## src/hdl/usfr_pkg.sv

```systemverilog
package usfr_pkg;

    localparam int FRAME_STORED = 10;              // bytes 0..9 kept, byte 10 is the checksum
    localparam int COUNT_W      = 4;
    localparam int IDX_W        = $clog2(FRAME_STORED);
    localparam int OUT_DATA_W   = 88;

    localparam logic [7:0] HEADER_RESET = 8'hBB;
    localparam logic [7:0] IDLE_RESET   = 8'd10;

    localparam logic [COUNT_W-1:0] COUNT_LAST = COUNT_W'(FRAME_STORED);

    // register indexes (paddr[2])
    localparam logic REG_HEADER = 1'b0;
    localparam logic REG_IDLE   = 1'b1;

    localparam logic STATUS_OK    = 1'b0;
    localparam logic STATUS_CKERR = 1'b1;

    typedef struct packed {
        logic [7:0] header_value;
        logic [7:0] idle_limit;
    } cfg_t;

    typedef struct packed {
        logic [15:0] sensor_mean;
        logic [15:0] power_value;
        logic [7:0]  water_flag;
        logic [15:0] sensor_three;
        logic [15:0] sensor_two;
        logic [15:0] sensor_one;
    } readings_t;

    typedef struct packed {
        logic      frame_status;
        readings_t readings;
    } result_t;

endpackage

```

## src/hdl/uart_sensor_frame_receiver.sv

```systemverilog
// A result beat appears on m_ the cycle after the beat carrying the checksum byte.
// One poll beat is accepted per cycle while s_tready is high; frame state is updated in the accepting cycle.
// s_tready drops only while a result is held and m_tready is low (single output register).
// Reset: aresetn synchronous, active low; clears count, sum, idle counter, held readings,
// output valid, and restores header 0xBB and idle limit 10. No clearing pass.
module uart_sensor_frame_receiver
    import usfr_pkg::*;
(
    input  logic                  aclk,
    input  logic                  aresetn,
    input  logic                  s_tvalid,
    output logic                  s_tready,
    input  logic [7:0]            s_tdata,   // [7:0] rx_byte
    input  logic                  s_tuser,   // [0] byte_valid
    output logic                  m_tvalid,
    input  logic                  m_tready,
    // [15:0] sensor_one, [31:16] sensor_two, [47:32] sensor_three,
    // [55:48] water_flag, [71:56] power_value, [87:72] sensor_mean
    output logic [OUT_DATA_W-1:0] m_tdata,
    output logic                  m_tuser,   // [0] frame_status
    input  logic                  psel,
    input  logic                  penable,
    input  logic                  pwrite,
    input  logic [2:0]            paddr,
    input  logic [31:0]           pwdata,
    output logic [31:0]           prdata,
    output logic                  pready
);

    cfg_t    cfg;
    result_t result;
    logic    done;
    logic    in_fire;
    logic    space;

    assign s_tready = space;
    assign in_fire  = s_tvalid && s_tready;

    usfr_cfg_regs u_cfg (
        .aclk    (aclk),
        .aresetn (aresetn),
        .psel    (psel),
        .penable (penable),
        .pwrite  (pwrite),
        .paddr   (paddr),
        .pwdata  (pwdata),
        .prdata  (prdata),
        .pready  (pready),
        .cfg     (cfg)
    );

    usfr_frame_core u_core (
        .aclk       (aclk),
        .aresetn    (aresetn),
        .cfg        (cfg),
        .in_fire    (in_fire),
        .byte_valid (s_tuser),
        .rx_byte    (s_tdata),
        .done       (done),
        .result     (result)
    );

    usfr_out_stage u_out (
        .aclk     (aclk),
        .aresetn  (aresetn),
        .load     (in_fire && done),
        .result   (result),
        .space    (space),
        .m_tvalid (m_tvalid),
        .m_tready (m_tready),
        .m_tdata  (m_tdata),
        .m_tuser  (m_tuser)
    );

endmodule

```

## src/hdl/usfr_cfg_regs.sv

```systemverilog
module usfr_cfg_regs
    import usfr_pkg::*;
(
    input  logic        aclk,
    input  logic        aresetn,
    input  logic        psel,
    input  logic        penable,
    input  logic        pwrite,
    input  logic [2:0]  paddr,
    input  logic [31:0] pwdata,
    output logic [31:0] prdata,
    output logic        pready,
    output cfg_t        cfg
);

    cfg_t cfg_reg;
    logic wr_en;

    assign pready = 1'b1;
    assign wr_en  = psel && penable && pwrite && pready;

    always_ff @(posedge aclk) begin
        if (!aresetn) begin
            cfg_reg.header_value <= HEADER_RESET;
            cfg_reg.idle_limit   <= IDLE_RESET;
        end else if (wr_en) begin
            case (paddr[2])
                REG_HEADER: cfg_reg.header_value <= pwdata[7:0];
                REG_IDLE:   cfg_reg.idle_limit   <= pwdata[7:0];
                default:    cfg_reg.header_value <= cfg_reg.header_value;
            endcase
        end
    end

    always_comb begin
        case (paddr[2])
            REG_HEADER: prdata = {24'd0, cfg_reg.header_value};
            REG_IDLE:   prdata = {24'd0, cfg_reg.idle_limit};
            default:    prdata = 32'd0;
        endcase
    end

    // low address bits are a byte offset and ignored
    logic unused_addr;
    assign unused_addr = ^paddr[1:0];

    assign cfg = cfg_reg;

endmodule

```

## src/hdl/usfr_frame_core.sv

```systemverilog
module usfr_frame_core
    import usfr_pkg::*;
(
    input  logic       aclk,
    input  logic       aresetn,
    input  cfg_t       cfg,
    input  logic       in_fire,
    input  logic       byte_valid,
    input  logic [7:0] rx_byte,
    output logic       done,
    output result_t    result
);

    logic [7:0]         frame_bytes_reg [FRAME_STORED];
    logic [COUNT_W-1:0] count_reg, count_next;
    logic [7:0]         sum_reg, sum_next;
    logic [7:0]         ticks_reg, ticks_next;
    readings_t          held_reg, held_next;

    logic       store;
    logic       good;
    logic [8:0] ticks_inc;
    logic [7:0] byte0;
    logic [15:0] t1, t2;
    logic [16:0] t_sum;
    readings_t  fresh;

    assign store = byte_valid && (count_reg < COUNT_LAST);
    assign done  = byte_valid && !store;
    assign good  = (sum_reg == rx_byte);

    assign t1    = {frame_bytes_reg[1], frame_bytes_reg[2]};
    assign t2    = {frame_bytes_reg[3], frame_bytes_reg[4]};
    assign t_sum = {1'b0, t1} + {1'b0, t2};

    always_comb begin
        fresh.sensor_one   = t1;
        fresh.sensor_two   = t2;
        fresh.sensor_three = {frame_bytes_reg[5], frame_bytes_reg[6]};
        fresh.water_flag   = frame_bytes_reg[7];
        fresh.power_value  = {frame_bytes_reg[8], frame_bytes_reg[9]};
        fresh.sensor_mean  = t_sum[16:1];
    end

    // first byte as it stands after this beat is stored
    assign byte0 = (store && count_reg == '0) ? rx_byte : frame_bytes_reg[0];
    assign ticks_inc = (byte_valid ? 9'd0 : {1'b0, ticks_reg}) + 9'd1;

    always_comb begin
        count_next = count_reg;
        sum_next   = sum_reg;
        held_next  = held_reg;
        if (store) begin
            count_next = count_reg + COUNT_W'(1);
            sum_next   = sum_reg + rx_byte;
        end else if (done) begin
            count_next = '0;
            sum_next   = '0;
            if (good) held_next = fresh;
        end

        if (ticks_inc > {1'b0, cfg.idle_limit}) begin
            ticks_next = '0;
            if (!done) begin
                count_next = '0;
                sum_next   = '0;
            end
        end else begin
            ticks_next = ticks_inc[7:0];
        end

        if (!done && count_next != '0 && byte0 != cfg.header_value) begin
            count_next = '0;
            sum_next   = '0;
        end
    end

    always_ff @(posedge aclk) begin
        if (!aresetn) begin
            count_reg <= '0;
            sum_reg   <= '0;
            ticks_reg <= '0;
            held_reg  <= '0;
        end else if (in_fire) begin
            count_reg <= count_next;
            sum_reg   <= sum_next;
            ticks_reg <= ticks_next;
            held_reg  <= held_next;
        end
    end

    always_ff @(posedge aclk) begin
        if (in_fire && store) frame_bytes_reg[count_reg[IDX_W-1:0]] <= rx_byte;
    end

    assign result.frame_status = good ? STATUS_OK : STATUS_CKERR;
    assign result.readings     = held_next;

endmodule

```

## src/hdl/usfr_out_stage.sv

```systemverilog
module usfr_out_stage
    import usfr_pkg::*;
(
    input  logic                  aclk,
    input  logic                  aresetn,
    input  logic                  load,
    input  result_t               result,
    output logic                  space,
    output logic                  m_tvalid,
    input  logic                  m_tready,
    output logic [OUT_DATA_W-1:0] m_tdata,
    output logic                  m_tuser
);

    logic    valid_reg;
    result_t data_reg;

    // a beat can enter whenever the held result is gone or leaving
    assign space = !valid_reg || m_tready;

    always_ff @(posedge aclk) begin
        if (!aresetn) begin
            valid_reg <= 1'b0;
        end else if (load) begin
            valid_reg <= 1'b1;
        end else if (m_tready) begin
            valid_reg <= 1'b0;
        end
    end

    always_ff @(posedge aclk) begin
        if (load) data_reg <= result;
    end

    assign m_tvalid = valid_reg;
    assign m_tdata  = data_reg.readings;
    assign m_tuser  = data_reg.frame_status;

endmodule

```

## config.mk

```make
export PLATFORM = sky130hd
export DESIGN_NAME = uart_sensor_frame_receiver
export DESIGN_NICKNAME = d
export VERILOG_FILES = /design/src/hdl/usfr_pkg.sv /design/src/hdl/uart_sensor_frame_receiver.sv /design/src/hdl/usfr_cfg_regs.sv /design/src/hdl/usfr_frame_core.sv /design/src/hdl/usfr_out_stage.sv
export SDC_FILE = /design/constraint.sdc
export NUM_CORES = 1
export LEC_CHECK = 0
export BUFFER_PORTS_ARGS = -buffer_cell sky130_fd_sc_hd__buf_2
export CELL_PAD_IN_SITES_DETAIL_PLACEMENT = 1
export CELL_PAD_IN_SITES_GLOBAL_PLACEMENT = 1
export CORE_ASPECT_RATIO = 1.1
export CORE_UTILIZATION = 41
export CTS_CLUSTER_SIZE = 20
export DETAILED_ROUTE_END_ITERATION = 8
export PLACE_DENSITY = 0.8
export SYNTH_ARGS = -nofsm -noshare
export SYNTH_HDL_FRONTEND = slang
export SYNTH_SLANG_ARGS = --single-unit
```

## constraint.sdc

```tcl
create_clock -name aclk -period 6.4 [get_ports aclk]
set_input_delay 1.6 -clock aclk [delete_from_list [all_inputs] [get_ports aclk]]
set_output_delay 1.6 -clock aclk [all_outputs]
set_load 0.1 [all_outputs]
```

==> results.toml <==
[setup_path]
cp-start-kind = "input pin"
regToRegSetupSlack_ns = 3.05
r2r_end = "u_core.sum_reg[5]"
r2r_cells = 14
arrival_ns = 4.80
cp_data_required_time_ns = 6.89
worstPathMaxFanout = 21
reg2reg_from = "u_core.ticks_reg[0]"
path_class = "in -> reg"
cp-end-kind = "register"

[worst_hold_path]
hold_end = "u_core.sum_reg[0]"
holdCritPathClass = "reg -> reg"
hold_path_depth = 2
hp-start = "u_core.sum_reg[0]"

[placed_design]
gp_congestion = 0.788
portBuffers = 123
post-dp-hpwl_mm = 20.5

[clock_network]
cts.repair.resized = 0
cts.htree.levels = 1
cts_buffers = 31
cts_hold_buf = 0
cts_sinks = 294
clock_latency_ns = 0.57
path_clk_slew_ns = 0.06
cts_tree = "yes"
post_cts_buffers = 0
clock-root-buffer = "clkbuf_16"
cts.path.max_buffers = 3

[route]
drc_errors = 0
num_vias = 8675
viasPerCell = 5.24
wire_per_inst_um = 19.1
drtAntennaViolNets = 0
drt-total-wl_mm = 31.6
drt-initial-drc-count = 429
drtPass1Iterations = 4

[global_routing]
overflow = 0
grt_max_degree = 90
grt_pass1_wl_mm = 49.6
grt_pass1_vias = 8926
grt_usage = 0.203
antenna_found_initial = 0

[floorplan]
die_x_um = 169
die_y_um = 186
rows = 66
pin_count = 175
dieArea_sq_mm = 0.0314
core_area_sq_mm = 0.0299
start_util = 0.421

[final_layout]
final_nets = 1309
final_util = 0.483
nFillCells = 3266
insertedDiodeCount = 0
drive_gt1_frac = 0.221
area_growth_pct = 14.8

[timing]
tightest_slew_ns = 1.01
tns_ns = 0
skew_ns = 0.0136
rsz0062_at_grt = "false"
period_needed_ns = 4.31
hold_viol = 0
hold_ws_ns = 0.466
fin_crit_sh = 0.673
fmax_ghz = 0.232
setup_viol = 0
slew_headroom = 0.330
finalMaxSlewViolations = 0

[logic_synthesis]
seq_area_frac_synth = 0.602
ys_warn_count = 0
avgSynthCellArea_sq_um = 11.3
synthTopCellsByArea = "edfxtp_1 40%, dfxtp_1 20%, mux2_2 7.1%, nor2_1 5.6%, ha_1 3.5%"
synthFlopType = "edfxtp_1"
synthArstFlopShare = 0
synth_seq_cells = 294
synth_area_sq_mm = 0.0126
ys_top_cells_by_count = "189 x nor2_1, 169 x edfxtp_1, 125 x dfxtp_1, 81 x nand2_1, 81 x nor3_1"
synth_edf_count = 169
synth.largest_area_cell = "edfxtp_1"
yosysMostFrequentCell = "nor2_1"
synth_top_area_share = 0.403
ys_types = 64
syn_inst = 1110

[job]
cap_violations = 0

[power]
power.leakage_nw = 5.53
powerDensity_mw_per_mm2 = 284
ir_drop_mv = 0.217

[outcome]
status = "finished clean"
how the worst max path moves through the flow:
stage          startpoint                 to
3_3_place_gp      s_tuser  u_core.sum_reg[1]
4_1_cts           s_tuser  u_core.sum_reg[5]
2_1_floorplan    m_tready   u_out.m_tdata[0]
5_1_grt           s_tuser  u_core.sum_reg[1]
6_report          s_tuser  u_core.sum_reg[5]
3_5_place_dp      s_tuser  u_core.sum_reg[5]
placed cells by master (no fill, tap or decap), types with 7 or more instances in the layout:
cell type  count
nor2b_1        7
nor3_1        81
a21oi_1       40
nor2_1       188
clkbuf_16     31
xnor2_1       15
o21ai_1        7
xor2_1        13
edfxtp_1     169
dfxtp_1      125
nand3_1       29
ha_1          35
o21ai_0       33
buf_4         10
o211ai_1       7
nand2_1       80
mux2_2        79
buf_2        123
conb_1        25
clkbuf_1      12
inv_1         26
final cells by class:
class	count	area [sq um]	area share
inverter	27	101	0.00702
clock inverter	12	105	0.00728
sequential	294	7580	0.525
tap	408	510	0.0353
clock buffer	46	862	0.0597
timing repair buffer	134	711	0.0492
multi-input combinational	733	4580	0.317
cell families after synthesis:
kind of cell,after synthesis,share of synthesized area
fa+ha+maj,37,0.0380
mux,83,0.0739
compound gates,137,0.0732
buf+inv,106,0.0427
xor+xnor,28,0.0195
flops,294,0.602
other cells,2,0.000597
simple gates,423,0.150
routing by layer:
metal | global-route usage | vias up | wire (um)
met1 | 0.262 | 4342 | 13700
met2 | 0.354 | 173 | 15800
met3 | 0.0247 | 59 | 1240
met5 | 0 | - | 0
met4 | 0.0649 | 0 | 870
li1 | - | 4101 | -
critical path: stages:
cell      delay (ns)
buf_2           0.24
nor2b_1         0.32
ha_1            0.27
nand2_1         0.07
nor3_1          0.33
xnor2_1         0.22
ha_1            0.29
nand4_1         0.10
a21oi_1         0.06
o31ai_1         0.24
nand2b_1        0.11
a32o_1          0.32
o31ai_4         0.40
a32oi_1         0.09
nor2_1          0.14
metrics by stage:
step / std cells / setup slack [ns] / total power [mW] / instance area (sq um)
floorplan: 1133 / 0.414 / 2.36 / 12700
global placement: 1596 / 1.62 / 2.41 / 13500
detailed placement: 1596 / 1.50 / 2.43 / 13500
CTS: 1654 / 2.09 / 4.14 / 14400
global route: 1654 / 1.82 / 4.24 / 14400
finish: 1654 / 2.09 / 4.11 / 14400
report_power, final:
| part | switching [mW] | internal [mW] | total [mW] |
|---|---|---|---|
| clock | 0.745 | 0.975 | 1.72 |
| sequential | 0.0227 | 2.04 | 2.06 |
| combinational | 0.239 | 0.0886 | 0.328 |
| total | 1.01 | 3.10 | 4.11 |
No activity file was read; power rests on OpenSTA's default activity.
